$ cat config.mk
export PLATFORM = sky130hd
export DESIGN_NAME = scope_trigger_capture
export DESIGN_NICKNAME = d
export VERILOG_FILES = /design/src/rtl/core/stc_pkg.sv /design/src/rtl/core/scope_trigger_capture.sv
export SDC_FILE = /design/constraint.sdc
export NUM_CORES = 1
export LEC_CHECK = 0
export BUFFER_PORTS_ARGS = -buffer_cell sky130_fd_sc_hd__buf_2
export CAP_MARGIN = 5
export CORE_AREA = 5 5 160 147
export DETAILED_ROUTE_END_ITERATION = 7
export DIE_AREA = 0 0 165 152
export PLACE_DENSITY = 0.64
export SKIP_LAST_GASP = 1
export SYNTH_ARGS = -nofsm -noshare
export SYNTH_HDL_FRONTEND = slang
export SYNTH_SLANG_ARGS = --single-unit
$ cat constraint.sdc
create_clock -name clk -period 6.45 [get_ports clk]
set_input_delay 0.645 -clock clk [delete_from_list [all_inputs] [get_ports clk]]
set_output_delay 0.645 -clock clk [all_outputs]
set_load 0.005 [all_outputs]
$ cat src/rtl/core/stc_pkg.sv
// Shared types and constants for the scope trigger capture block.
package stc_pkg;

  // Samples in one capture frame.
  localparam int unsigned CAPTURE_LENGTH = 1024;
  localparam int unsigned POS_W = $clog2(CAPTURE_LENGTH);
  localparam logic [POS_W-1:0] LAST_POS = POS_W'(CAPTURE_LENGTH - 1);

  localparam int unsigned SAMPLE_W = 16;
  localparam int unsigned INDEX_W = 10;
  localparam int unsigned REG_W = 24;
  localparam int unsigned CNT_W = REG_W + 1;
  localparam int unsigned WAKE_W = 2;
  localparam int unsigned CFG_IDX_W = 2;

  localparam logic [WAKE_W-1:0] WAKE_FULL = WAKE_W'(2);

  // Item commands.
  localparam logic CMD_TICK = 1'b0;
  localparam logic CMD_UPDATE = 1'b1;

  // Result kinds.
  localparam logic KIND_SAMPLE = 1'b0;
  localparam logic KIND_BLANK = 1'b1;

  // Configuration register indexes.
  localparam logic [CFG_IDX_W-1:0] REG_TRIGGER_TIMEOUT = CFG_IDX_W'(0);
  localparam logic [CFG_IDX_W-1:0] REG_HOLDOFF_SAMPLES = CFG_IDX_W'(1);
  localparam logic [CFG_IDX_W-1:0] REG_POLYPHONIC = CFG_IDX_W'(2);

  localparam logic [REG_W-1:0] TIMEOUT_RESET = REG_W'(16000);
  localparam logic [REG_W-1:0] HOLDOFF_RESET = REG_W'(4800);

  typedef struct packed {
    logic                       kind;
    logic [INDEX_W-1:0]         capture_index;
    logic signed [SAMPLE_W-1:0] captured_a;
    logic signed [SAMPLE_W-1:0] captured_b;
    logic                       a_present;
    logic                       b_present;
    logic                       last;
  } result_t;

endpackage

$ cat src/rtl/core/scope_trigger_capture.sv
// Two-channel scope capture sequencer with rising-edge trigger and holdoff.
//
//   channel   handshake               payload
//   item      item_valid/item_stall   command, sample_a/b, trigger_sample, flags
//   result    result_valid/           kind, capture_index, captured_a/b,
//             result_stall            a_present, b_present, last
//   config    cfg_write               cfg_index, cfg_data
//
// One item per cycle unless item_stall: the sequencer state updates in the cycle
// an item is accepted; its result, if any, is registered in the output stage.
// A two-entry output stage (result register plus skid register) lets items
// flow while a result waits; item_stall rises only when both are full.
// Reset (rst, synchronous) restores the register defaults and the capturing
// mode with empty wake counts; no clearing pass is needed.
module scope_trigger_capture (
  input  logic                               clk,
  input  logic                               rst,
  // item channel
  input  logic                               item_valid,
  output logic                               item_stall,
  input  logic                               command,
  input  logic signed [stc_pkg::SAMPLE_W-1:0] sample_a,
  input  logic signed [stc_pkg::SAMPLE_W-1:0] sample_b,
  input  logic signed [stc_pkg::SAMPLE_W-1:0] trigger_sample,
  input  logic                               a_streaming,
  input  logic                               b_streaming,
  input  logic                               trigger_streaming,
  input  logic                               a_updated,
  input  logic                               b_updated,
  input  logic                               voice_updated,
  input  logic                               voice_active,
  // result channel
  output logic                               result_valid,
  input  logic                               result_stall,
  output logic                               kind,
  output logic [stc_pkg::INDEX_W-1:0]        capture_index,
  output logic signed [stc_pkg::SAMPLE_W-1:0] captured_a,
  output logic signed [stc_pkg::SAMPLE_W-1:0] captured_b,
  output logic                               a_present,
  output logic                               b_present,
  output logic                               last,
  // configuration
  input  logic                               cfg_write,
  input  logic [stc_pkg::CFG_IDX_W-1:0]      cfg_index,
  input  logic [stc_pkg::REG_W-1:0]          cfg_data
);

  typedef enum logic [2:0] {
    MODE_CAPTURING,
    MODE_ARM,
    MODE_FIRE,
    MODE_HOLDOFF,
    MODE_SLEEP
  } mode_t;

  // configuration registers
  logic [stc_pkg::REG_W-1:0] trigger_timeout;
  logic [stc_pkg::REG_W-1:0] holdoff_samples;
  logic                      polyphonic;

  // sequencer state
  mode_t                              mode, mode_next;
  logic [stc_pkg::POS_W-1:0]          pos, pos_next;
  logic signed [stc_pkg::CNT_W-1:0]   cnt, cnt_next;
  logic [stc_pkg::WAKE_W-1:0]         wake_a, wake_a_next;
  logic [stc_pkg::WAKE_W-1:0]         wake_b, wake_b_next;

  // output stage
  stc_pkg::result_t out_r, skid_r, res;
  logic             skid_valid;
  logic             res_hit;

  logic                             item_accept;
  logic                             result_take;
  logic signed [stc_pkg::CNT_W-1:0] cnt_dec;
  logic                             trig_high;
  logic                             cap_en;
  logic [stc_pkg::POS_W-1:0]        cap_pos;
  logic [31:0]                      cap_pos_wide;
  logic                             pa, pb;

  assign item_stall  = skid_valid;
  assign item_accept = item_valid && !skid_valid;
  assign result_take = result_valid && !result_stall;
  assign cnt_dec     = cnt - stc_pkg::CNT_W'(1);
  assign trig_high   = trigger_sample > 16'sd0;
  assign cap_pos_wide = 32'(cap_pos);

  always_comb begin
    mode_next   = mode;
    pos_next    = pos;
    cnt_next    = cnt;
    wake_a_next = wake_a;
    wake_b_next = wake_b;
    cap_en      = 1'b0;
    cap_pos     = pos;
    res_hit     = 1'b0;
    res         = '0;
    pa          = wake_a != '0;
    pb          = wake_b != '0;

    if (item_accept) begin
      if (command == stc_pkg::CMD_UPDATE) begin
        if (a_updated) wake_a_next = stc_pkg::WAKE_FULL;
        if (b_updated) wake_b_next = stc_pkg::WAKE_FULL;
        if (mode == MODE_SLEEP) mode_next = MODE_CAPTURING;
        // voice mute wins over the wake-up
        if (voice_updated && !voice_active && polyphonic) begin
          res_hit   = 1'b1;
          res.kind  = stc_pkg::KIND_BLANK;
          mode_next = MODE_SLEEP;
        end
      end else begin
        case (mode)
          MODE_CAPTURING: begin
            cap_en = 1'b1;
          end
          MODE_ARM: begin
            cnt_next = cnt_dec;
            if (!trig_high) begin
              pos_next  = '0;
              mode_next = cnt_dec[stc_pkg::CNT_W-1] ? MODE_CAPTURING : MODE_FIRE;
            end else if (cnt_dec[stc_pkg::CNT_W-1]) begin
              mode_next = MODE_FIRE;
            end
          end
          MODE_FIRE: begin
            if (trig_high) begin
              cap_en  = 1'b1;
              cap_pos = '0;
            end else begin
              cnt_next = cnt_dec;
              if (cnt_dec[stc_pkg::CNT_W-1]) begin
                pos_next  = '0;
                mode_next = MODE_CAPTURING;
              end
            end
          end
          MODE_HOLDOFF: begin
            cnt_next = cnt_dec;
            if (cnt_dec[stc_pkg::CNT_W-1]) begin
              cnt_next  = $signed({1'b0, trigger_timeout});
              mode_next = MODE_ARM;
            end
          end
          default: begin
          end
        endcase
      end

      if (cap_en) begin
        mode_next = MODE_CAPTURING;
        if (pa || pb) begin
          res_hit           = 1'b1;
          res.kind          = stc_pkg::KIND_SAMPLE;
          res.capture_index = cap_pos_wide[stc_pkg::INDEX_W-1:0];
          res.captured_a    = pa ? sample_a : '0;
          res.captured_b    = pb ? sample_b : '0;
          res.a_present     = pa;
          res.b_present     = pb;
          res.last          = cap_pos == stc_pkg::LAST_POS;
        end
        if (cap_pos == stc_pkg::LAST_POS) begin
          // end of frame: drop one wake from idle channels
          if (!a_streaming && pa) wake_a_next = wake_a - stc_pkg::WAKE_W'(1);
          if (!b_streaming && pb) wake_b_next = wake_b - stc_pkg::WAKE_W'(1);
          if (wake_a_next == '0 && wake_b_next == '0 && !trigger_streaming) begin
            mode_next = MODE_SLEEP;
          end else begin
            cnt_next  = $signed({1'b0, holdoff_samples});
            mode_next = MODE_HOLDOFF;
          end
          pos_next = '0;
        end else begin
          pos_next = cap_pos + stc_pkg::POS_W'(1);
        end
      end
    end
  end

  always_ff @(posedge clk) begin
    if (rst) begin
      trigger_timeout <= stc_pkg::TIMEOUT_RESET;
      holdoff_samples <= stc_pkg::HOLDOFF_RESET;
      polyphonic      <= 1'b0;
      mode            <= MODE_CAPTURING;
      pos             <= '0;
      cnt             <= '0;
      wake_a          <= '0;
      wake_b          <= '0;
      result_valid    <= 1'b0;
      skid_valid      <= 1'b0;
    end else begin
      if (cfg_write) begin
        case (cfg_index)
          stc_pkg::REG_TRIGGER_TIMEOUT: trigger_timeout <= cfg_data;
          stc_pkg::REG_HOLDOFF_SAMPLES: holdoff_samples <= cfg_data;
          stc_pkg::REG_POLYPHONIC:      polyphonic      <= cfg_data[0];
          default: begin
          end
        endcase
      end
      mode   <= mode_next;
      pos    <= pos_next;
      cnt    <= cnt_next;
      wake_a <= wake_a_next;
      wake_b <= wake_b_next;

      if (result_take || !result_valid) begin
        // advance: skid entry first, then the new item
        result_valid <= skid_valid || res_hit;
        out_r        <= skid_valid ? skid_r : res;
        skid_valid   <= skid_valid && res_hit;
        if (skid_valid) skid_r <= res;
      end else if (res_hit) begin
        // hold the result, park the new item
        skid_valid <= 1'b1;
        skid_r     <= res;
      end
    end
  end

  assign kind          = out_r.kind;
  assign capture_index = out_r.capture_index;
  assign captured_a    = out_r.captured_a;
  assign captured_b    = out_r.captured_b;
  assign a_present     = out_r.a_present;
  assign b_present     = out_r.b_present;
  assign last          = out_r.last;

  a_skid_needs_out: assert property (@(posedge clk) disable iff (rst)
    skid_valid |-> result_valid)
    else $error("skid entry held with empty result register");

  a_sleep_tick_quiet: assert property (@(posedge clk) disable iff (rst)
    (item_accept && command == stc_pkg::CMD_TICK && mode == MODE_SLEEP)
      |-> (!res_hit && mode_next == MODE_SLEEP))
    else $error("sample tick acted while asleep");

  a_pos_in_frame: assert property (@(posedge clk) disable iff (rst)
    pos <= stc_pkg::LAST_POS)
    else $error("capture position beyond frame");

  a_blank_zero: assert property (@(posedge clk) disable iff (rst)
    (res_hit && res.kind == stc_pkg::KIND_BLANK)
      |-> (res.capture_index == '0 && !res.a_present && !res.b_present && !res.last
           && res.captured_a == '0 && res.captured_b == '0))
    else $error("blank marker carries data");

endmodule

==> results of run 1 <==
per-layer routing:
| layer | wire length (um) | track usage, % |
|---|---|---|
| met4 | 380 | 5.347 |
| met5 | 12 | 0 |
| met1 | 9498 | 22.50 |
| met2 | 9788 | 26.01 |
| met3 | 1464 | 3.819 |
cells by family after synthesis:
| kind of cell | synth area share [%] |
|---|---|
| simple gates | 20.09 |
| compound gates | 20.58 |
| flops | 54.52 |
| buf+inv | 3.127 |
| xor+xnor | 0.6197 |
| mux | 0.4721 |
| fa+ha+maj | 0.5901 |
sequential cells by signal, indices dropped and copies added, names as in the netlist, 2 cells and up:
| name | cells |
|---|---|
| captured_a | 16 |
| captured_b | 16 |
| wake_b | 2 |
| pos | 10 |
| holdoff_samples | 24 |
| skid_r | 46 |
| capture_index | 10 |
| cnt | 25 |
| mode | 3 |
| trigger_timeout | 24 |
| wake_a | 2 |
per-stage QoR:
step	instances	setup slack [ns]	utilization, %
2_1_floorplan	868	1.773	-
3_3_place_gp	1255	1.948	43.14
3_5_place_dp	1255	1.699	43.14
4_1_cts	1287	2.126	45.96
5_1_grt	1287	1.802	45.96
6_report	1287	2.041	45.96
report_power, final:
part | switching, uW | internal [uW]
registers | 19.3 | 1260
logic | 134 | 87.5
clock network | 512 | 563
total | 665 | 1910
worst min-delay path, cell delays in order:
cell and delay [ns]:
buf_2 0.09, nand2_1 0.04, nand3b_1 0.06
layout by cell type, fill, tap and decap left out, types with 8 or more instances in the layout:
master and n:
nand2_1 136, buf_2 134, edfxtp_1 92, dfxtp_1 92
a21oi_1 64, nor2_1 52, a21o_1 49, and2_1 46
o21ai_0 45, nor3_1 26, clkbuf_16 17, nand3b_1 15
nor4_1 13, nand3_1 12, buf_4 12, inv_1 10
or4_1 8, a211oi_1 8, o31ai_1 8
final cells by class:
class,instances,area (sq um)
timing repair buffer,146,760.7
sequential,185,4626
tap,297,371.6
inverter,10,37.54
clock inverter,15,190.2
clock buffer,17,425.4
fill,2117,11810
multi-input combinational,617,3636
worst min-delay path by stage:
stage,from,endpoint,slack [ns],depth (start not counted)
3_5_place_dp,trigger_timeout[14],trigger_timeout[14],0.45,2
6_report,cfg_data[12],trigger_timeout[12],0.43,3
5_1_grt,cfg_data[11],trigger_timeout[11],0.42,3
4_1_cts,cfg_data[13],trigger_timeout[13],0.41,3
2_1_floorplan,trigger_timeout[4],trigger_timeout[4],0.43,2
3_3_place_gp,trigger_timeout[14],trigger_timeout[14],0.45,2
==> metrics.txt, run 1 <==
status completed; Worst Path Required 6.81 ns; reg-to-reg slack, setup 2.23 ns; starting density of the core 38.80%; Synth top cells by count nand2_1, dfxtp_1, edfxtp_1; Critical Path Stages 14; placed instance area 9432 sq um; Slew Viols, Final 0; I/O Buffers 134; Nets 1068; Tot Pwr 2570 uW; diode count 0; total track usage 16.51%; clock skew 0.01049 ns; min Tclk post-route 4.409 ns; post-synthesis cell type count 68; DRT Wirelength 21150 um; Setup Buffers After CTS 0; top cells by area, synth edfxtp_1, dfxtp_1, nand2_1, a21o_1, a21oi_1; Top FF cell, synth dfxtp_1; CP arrival 4.77 ns; vias 6841; Antenna Nets Post-Route 0; CTS H-tree depth 4; Via density 5.315; die footprint 25080 sq um; Post-Syn Instances 868; EDFF count, synth 92; top cell type's share of synthesized area 32.57%; std cell rows 52; worst r2r path cells 12; die height 152 um; Worst-Skew Late Latency 0.44 ns; Min-Delay Path Class in2reg; largest net degree at the start of global routing 53; CP peak stage delay 0.69 ns; Seq cells post-synth 185; Yosys warnings 0; RR Endpoint cnt[6]; fin crit share 68.36%; die width 165 um; P per Cell Area 255.8 nW/um^2; DRC errors left 0; final instance area 10050 sq um; First-pass DRT Iterations 5; CTS Root Cell clkbuf_16; Synth Net Count 959; gr ovfl total 0; unrepaired setup endpoints after global routing false; hold_ws 0.4290 ns; # clock sinks 185; vias in the first global route 6512; Mapped Area 8482 sq um; Hold Vio Cnt, Final 0; io pins 135; Area growth, synth to finish 18.45%; TritonCTS clock tree yes; # hold bufs at CTS 0; post-synthesis sequential area ratio 54.52%; Post-synth ARST share 0%; Worst setup SP type primary input; Final setup violation count 0; Crit Path Category in2reg; CTS resizes 0; Max FO, Critical Path 23; crit end category flop; DR WL/cell 16.43 um; CP endpoint cnt[6]; CP Launch Point trigger_sample[7]; most common cell in the netlist nand2_1; static leakage 0.004188 uW; GPL Wtd Cong 0.8649; total CTS buffers 17; slew margin rel. 25.62%; Max IR drop VDD 0.0001547 V; delay-heaviest family, CP simple AND/OR/NAND/NOR gates; core box area 21860 sq um; CP max stage cell or4_1; setup TNS 0 ns; share of layout cells above drive strength 1 20.20%; reg-to-reg critical path startpoint mode[2]; Worst Path Buf+Inv 2; mean area per synthesized cell 9.772 sq um; CP Cell Sequence buf_2 -> nor4_1 -> a41o_1 -> or3_1 -> and2_1 -> ha_1 -> nand2_1 -> or4_1 -> a31oi_2 -> buf_4 -> o21ai_0 -> nor3_1 -> o311ai_0 -> o211ai_1; hpwl dp 14330 um; initial antenna violation count 1; Max Cap Viol 0; clock buffer depth 2; initial DRC count 507; CTS clk-pin slew, worst paths 0.07 ns; cell taking the most area after synthesis edfxtp_1; first-pass GRT wire length 33470 um; Tightest Pin Transition 1.114 ns; maximum clock rate 226.8 MHz
Note: power is estimated with default switching activity, not from simulation.
==> inputs of run 2 (changes only) <==
==> constraint.sdc (replaced) <==
create_clock -name clk -period 4.6 [get_ports clk]
set_input_delay 0.46 -clock clk [delete_from_list [all_inputs] [get_ports clk]]
set_output_delay 0.46 -clock clk [all_outputs]
set_load 0.005 [all_outputs]
==> run 2 against run 1 <==
  * Register-to-register slack worse by 1.2 ns
  * Power is 41% higher
  * Critical endpoint unchanged
  * Clock skew up 0.00056 ns
  * Clock power is 41% higher
  * Die area stayed put
  * Utilization grew 0.18 points
  * Highest routed layer is now met4
==> metrics.txt, run 2 (synthesized netlist as in run 1, its figures left out) <==
vias 6913; Max FO, Critical Path 8; maximum clock rate 277.3 MHz; total track usage 16.99%; CTS Root Cell clkbuf_16; status completed; initial antenna violation count 0; clock skew 0.01105 ns; placed instance area 9467 sq um; CP Launch Point trigger_sample[7]; slew margin rel. 31.28%; Top reg by flops skid_r; CP Cell Sequence buf_2 -> nor4_1 -> a41o_1 -> or3_1 -> and2_1 -> ha_1 -> nand2_1 -> or4_1 -> a31oi_2 -> o21ai_0 -> nor3_1 -> o311ai_0 -> o211ai_1; filler instances 2112; most common cell after layout, fill and taps aside nand2_1; Crit Path Category in2reg; io pins 135; First-pass DRT Iterations 5; FF+latch area 4626 sq um; Max IR drop VDD 0.0002328 V; vias in the first global route 6564; Tightest Pin Transition 1.028 ns; reg-to-reg slack, setup 1.01 ns; Via density 5.359; Slew Viols, Final 0; die height 152 um; # clock sinks 185; die width 165 um; static leakage 0.004206 uW; DR WL/cell 16.72 um; first-pass GRT wire length 34720 um; placed insts 1258; DRC errors left 0; area occupied by multi-input gates 3636 sq um; final instance area 10090 sq um; P per Cell Area 358.1 nW/um^2; CP max stage cell or4_1; hold_sp cfg_data[7]; # hold bufs at CTS 0; CTS clk-pin slew, worst paths 0.07 ns; CP arrival 3.96 ns; DRT Wirelength 21560 um; gr ovfl total 0; biggest regs skid_r: 46 flops, cnt: 25 flops; Layout Cells excl Fill 1290; TritonCTS clock tree yes; Worst setup SP type primary input; largest net degree at the start of global routing 53; Worst Path Buf+Inv 1; clock buffer depth 2; Area growth, synth to finish 18.91%; GPL Wtd Cong 0.9819; share of layout cells above drive strength 1 20.44%; initial DRC count 484; total CTS buffers 17; unrepaired setup endpoints after global routing false; std cell rows 52; Worst-Skew Late Latency 0.44 ns; I/O Buffers 134; setup TNS 0 ns; Min-Delay Path Class in2reg; min Tclk post-route 3.606 ns; die footprint 25080 sq um; fin crit share 78.39%; CP peak stage delay 0.68 ns; crit end category flop; core box area 21860 sq um; Final setup violation count 0; delay-heaviest family, CP simple AND/OR/NAND/NOR gates; Hold Vio Cnt, Final 0; hpwl dp 14790 um; CTS H-tree depth 4; Max Cap Viol 0; max reg flops 46; diode count 0; Setup Buffers After CTS 0; reg-to-reg critical path startpoint mode[2]; starting density of the core 38.80%; Antenna Nets Post-Route 0; most frequent cells in the layout nand2_1, buf_2, edfxtp_1, dfxtp_1, a21oi_1; CTS resizes 0; Nets 1071; Worst Path Required 4.96 ns
## run 2: cell count changes in the layout (fill, tap and decap cells not counted)
cell / before / now
buf_4: 12 / 14
clkinv_8: 2 / 4
inv_12: 2 / 0
buf_12: 0 / 1
clkinvlp_4: 2 / 1
inv_8: 4 / 5
## run 2: report_power, final
group          total [uW]  switching (uW)  internal (uW)
Sequential           1790            27.6           1760
Combinational         311             188            123
Clock                1510             725            788
Total                3610             941           2670
## run 2: metrics by stage
step	setup WS [ns]	power (uW)	utilization (%)	hold slack [ns]
floorplan	0.1077	2019	-	0.4318
global route	0.6971	3769	46.14	0.2351
detailed placement	0.5959	2137	43.30	0.4490
finish	0.9938	3612	46.14	0.2403
CTS	1.029	3649	46.14	0.2221
global placement	0.7708	2133	43.30	0.4442
## run 2: cell type report
cell class,count,area share (%)
clock inverter,15,1.923
multi-input combinational,617,36.05
timing repair buffer,149,7.890
sequential,185,45.86
tap,297,3.684
inverter,10,0.3722
clock buffer,17,4.218
## run 2: final timing paths
path / to / depth (start not counted)
setup reg to reg: cnt[6] / 11
hold reg to reg: holdoff_samples[16] / 2
setup / recovery: cnt[6] / 13
hold / removal: trigger_timeout[7] / 3
## run 2: metal layers
| layer | wire [um] | track usage [%] |
|---|---|---|
| met1 | 9749 | 23.61 |
| met2 | 10200 | 27.10 |
| met3 | 1312 | 3.467 |
| met4 | 300 | 4.436 |
| met5 | 0 | 0 |
## run 2: worst min-delay path, cell delays in order
cell      delay, ns
buf_2          0.08
nand2_1        0.04
nand3b_1       0.06
==> inputs of run 3 (changes only) <==
--- a/config.mk
+++ b/config.mk
@@ -5,12 +5,13 @@
 export SDC_FILE = /design/constraint.sdc
 export NUM_CORES = 1
 export LEC_CHECK = 0
+export ABC_AREA = 1
 export BUFFER_PORTS_ARGS = -buffer_cell sky130_fd_sc_hd__buf_2
 export CAP_MARGIN = 5
-export CORE_AREA = 5 5 160 147
+export CORE_AREA = 5 5 167 153
 export DETAILED_ROUTE_END_ITERATION = 7
-export DIE_AREA = 0 0 165 152
-export PLACE_DENSITY = 0.64
+export DIE_AREA = 0 0 172 158
+export PLACE_DENSITY = 0.66
 export SKIP_LAST_GASP = 1
 export SYNTH_ARGS = -nofsm -noshare
 export SYNTH_HDL_FRONTEND = slang
==> constraint.sdc (replaced) <==
create_clock -name clk -period 3.1 [get_ports clk]
set_input_delay 0.31 -clock clk [delete_from_list [all_inputs] [get_ports clk]]
set_output_delay 0.31 -clock clk [all_outputs]
set_load 0.005 [all_outputs]
==> run 3 against run 2 <==
  * Die area rose by 8.4%
  * Synthesized cell count increased by 37%
  * Critical path depth grew 3
  * Critical path type is now reg2reg
  * Largest power group unchanged
==> metrics.txt, run 3 <==
Worst Path Buf+Inv 2; DRC errors left 0; # hold bufs at CTS 0; Yosys warnings 0; Synth top cells by count nand2_1, nor2_1, inv_1; WHS Path Cells 3; Top reg by flops skid_r; combinational group share of total power 15.3%; CP peak stage delay 0.40 ns; Setup Buffers After CTS 0; Psw 1821 uW; RR Endpoint cnt[21]; Most common cell on crit path nand2_1; CP arrival 2.97 ns; CTS clk-pin slew, worst paths 0.08 ns; Post-Synth Simple-Gate Area 26.57%; delay-heaviest family, CP simple AND/OR/NAND/NOR gates; CP Cell Sequence inv_1 -> ha_1 -> nand3_2 -> nor2_2 -> nand3_1 -> nand2_1 -> nand2_2 -> nor2_4 -> nand2_1 -> nand3_1 -> inv_1 -> nand2_1 -> nand2_1 -> nand2_1 -> nand3_1 -> a21oi_1; CTS Root Cell clkbuf_16; Mapped Area 9273 sq um; total track usage 18.14%; Worst setup SP type flop; vias 8247; GPL Wtd Cong 0.9792; unrepaired setup endpoints after global routing false; # clock sinks 185; clock buffer depth 2; compound-cell area share of the yosys netlist 12.33%; core box area 23780 sq um; largest net degree at the start of global routing 57; max reg flops 46; cell taking the most area after synthesis edfxtp_1; die height 158 um; hold_sp cfg_data[11]; Nets 1401; maximum clock rate 383.9 MHz; Synth Net Count 1283; most frequent cells in the layout nand2_1, nor2_1, buf_2; vias in the first global route 7612; clock skew 0.01301 ns; placed insts 1599; initial DRC count 841; fin crit share 84.03%; worst r2r path cells 16; I/O Buffers 134; Top FF cell, synth dfxtp_1; crit end category flop; Antenna Nets Post-Route 0; post-synthesis mux area share 0%; Worst Path Required 3.47 ns; post-synthesis cell type count 39; diode count 0; Clock power frac 38.7%; DR WL/cell 15.03 um; setup TNS 0 ns; Seq pwr share 46.0%; main combinational cell family by area after synthesis simple AND/OR/NAND/NOR gates; min Tclk post-route 2.605 ns; Layout Cells excl Fill 1631; Post-synth ARST share 0%; CTS H-tree depth 4; Via density 5.056; Area growth, synth to finish 17.58%; mean area per synthesized cell 7.779 sq um; total CTS buffers 17; static leakage 0.004700 uW; Hold Vio Cnt, Final 0; biggest regs skid_r: 46 flops, cnt: 25 flops; Max FO, Critical Path 15; starting density of the core 38.99%; First-pass DRT Iterations 6; TritonCTS clock tree yes; Min-Delay Path Class in2reg; reg-to-reg slack, setup 0.49 ns; Worst-Skew Late Latency 0.44 ns; post-synthesis sequential area ratio 49.87%; Post-Syn Instances 1192; most common cell after layout, fill and taps aside nand2_1; first-pass GRT wire length 39610 um; Max IR drop VDD 0.0003610 V; slew margin rel. 46.43%; status completed; hold_ws 0.08847 ns; io pins 135; P per Cell Area 542.3 nW/um^2; Synth Area in Adders 0.5397%; CTS resizes 0; Seq cells post-synth 185; Tightest Pin Transition 0.8027 ns; reg-to-reg critical path startpoint cnt[0]; Slew Viols, Final 0; top cells by area, synth edfxtp_1, dfxtp_1, nand2_1, nor2_1, inv_1; top cell type's share of synthesized area 29.79%; initial antenna violation count 0; DRT Wirelength 24510 um; internal power 4091 uW; WHS Endpoint trigger_timeout[11]; die width 172 um; std cell rows 54; most common cell in the netlist nand2_1; hpwl dp 17120 um; gr ovfl total 0; sw frac 30.81%; die footprint 27180 sq um; Crit Path Category reg2reg; EDFF count, synth 92; Final setup violation count 0; share of layout cells above drive strength 1 17.23%; Max Cap Viol 0; xor and xnor area share after synthesis 2.078%; CP max stage cell nor2_4
-- run 3: logic make-up after synthesis --
family                     count (synthesis)
and+or+nand+nor                          566
AOI/OAI and AO/OA                        216
buffers and inverters                    199
DFF                                      185
xor gates and xnor gates                  22
adders and majority gates                  4
-- run 3: through the flow --
stage | util [%] | instance area (sq um) | total power [uW] | setup WS, ns
after floorplan | - | 9288 | 3378 | 0.4403
after global placement | 43.19 | 10270 | 3659 | 0.4870
after detailed placement | 43.19 | 10270 | 3670 | 0.3984
after CTS | 45.84 | 10900 | 5958 | 0.4812
after global routing | 45.84 | 10900 | 6192 | 0.2068
final | 45.84 | 10900 | 5912 | 0.4949
-- run 3: worst register-to-register path, stage by stage (launching register included) --
cell and delay, ns:
dfxtp_1 0.31, inv_1 0.13, ha_1 0.22, nand3_2 0.17, nor2_2 0.27, nand3_1 0.14
nand2_1 0.09, nand2_2 0.18, nor2_4 0.40, nand2_1 0.12, nand3_1 0.09, inv_1 0.04
nand2_1 0.05, nand2_1 0.04, nand2_1 0.06, nand3_1 0.06, a21oi_1 0.16
-- run 3: worst max path at each step --
stage	end	slack [ns]	depth (start not counted)	start
floorplan	skid_r[0]	0.44	11	mode[2]
global placement	cnt[15]	0.49	17	trigger_sample[0]
detailed placement	cnt[12]	0.40	19	trigger_sample[15]
CTS	cnt[21]	0.48	16	cnt[0]
global route	cnt[21]	0.21	16	cnt[0]
finish	cnt[21]	0.49	16	cnt[0]
-- run 3: cell type report --
class	instances	area [sq um]
Fill cell	2379	12880
Sequential cell	185	4626
Multi-Input combinational cell	808	3872
Timing Repair Buffer	158	863.3
Inverter	140	525.5
Clock buffer	17	425.4
Tap cell	308	385.4
Clock inverter	15	205.2
-- run 3: metal layers --
layer | global-route usage, % | up-vias | part of all wire [%]
met5 | 0 | - | 0
met4 | 4.790 | 0 | 1.3
met3 | 3.196 | 30 | 6.8
met2 | 28.50 | 294 | 45
met1 | 25.97 | 3748 | 47
li1 | - | 4175 | -
-- run 3: power groups by stage --
| stage | registers [uW] | logic [uW] | clock network [uW] |
|---|---|---|---|
| 3_3_place_gp | 2780 | 883 | 0 |
| 2_1_floorplan | 2760 | 615 | 0 |
| 5_1_grt | 2730 | 1020 | 2440 |
| 6_report | 2720 | 902 | 2290 |
| 4_1_cts | 2720 | 897 | 2340 |
| 3_5_place_dp | 2780 | 892 | 0 |
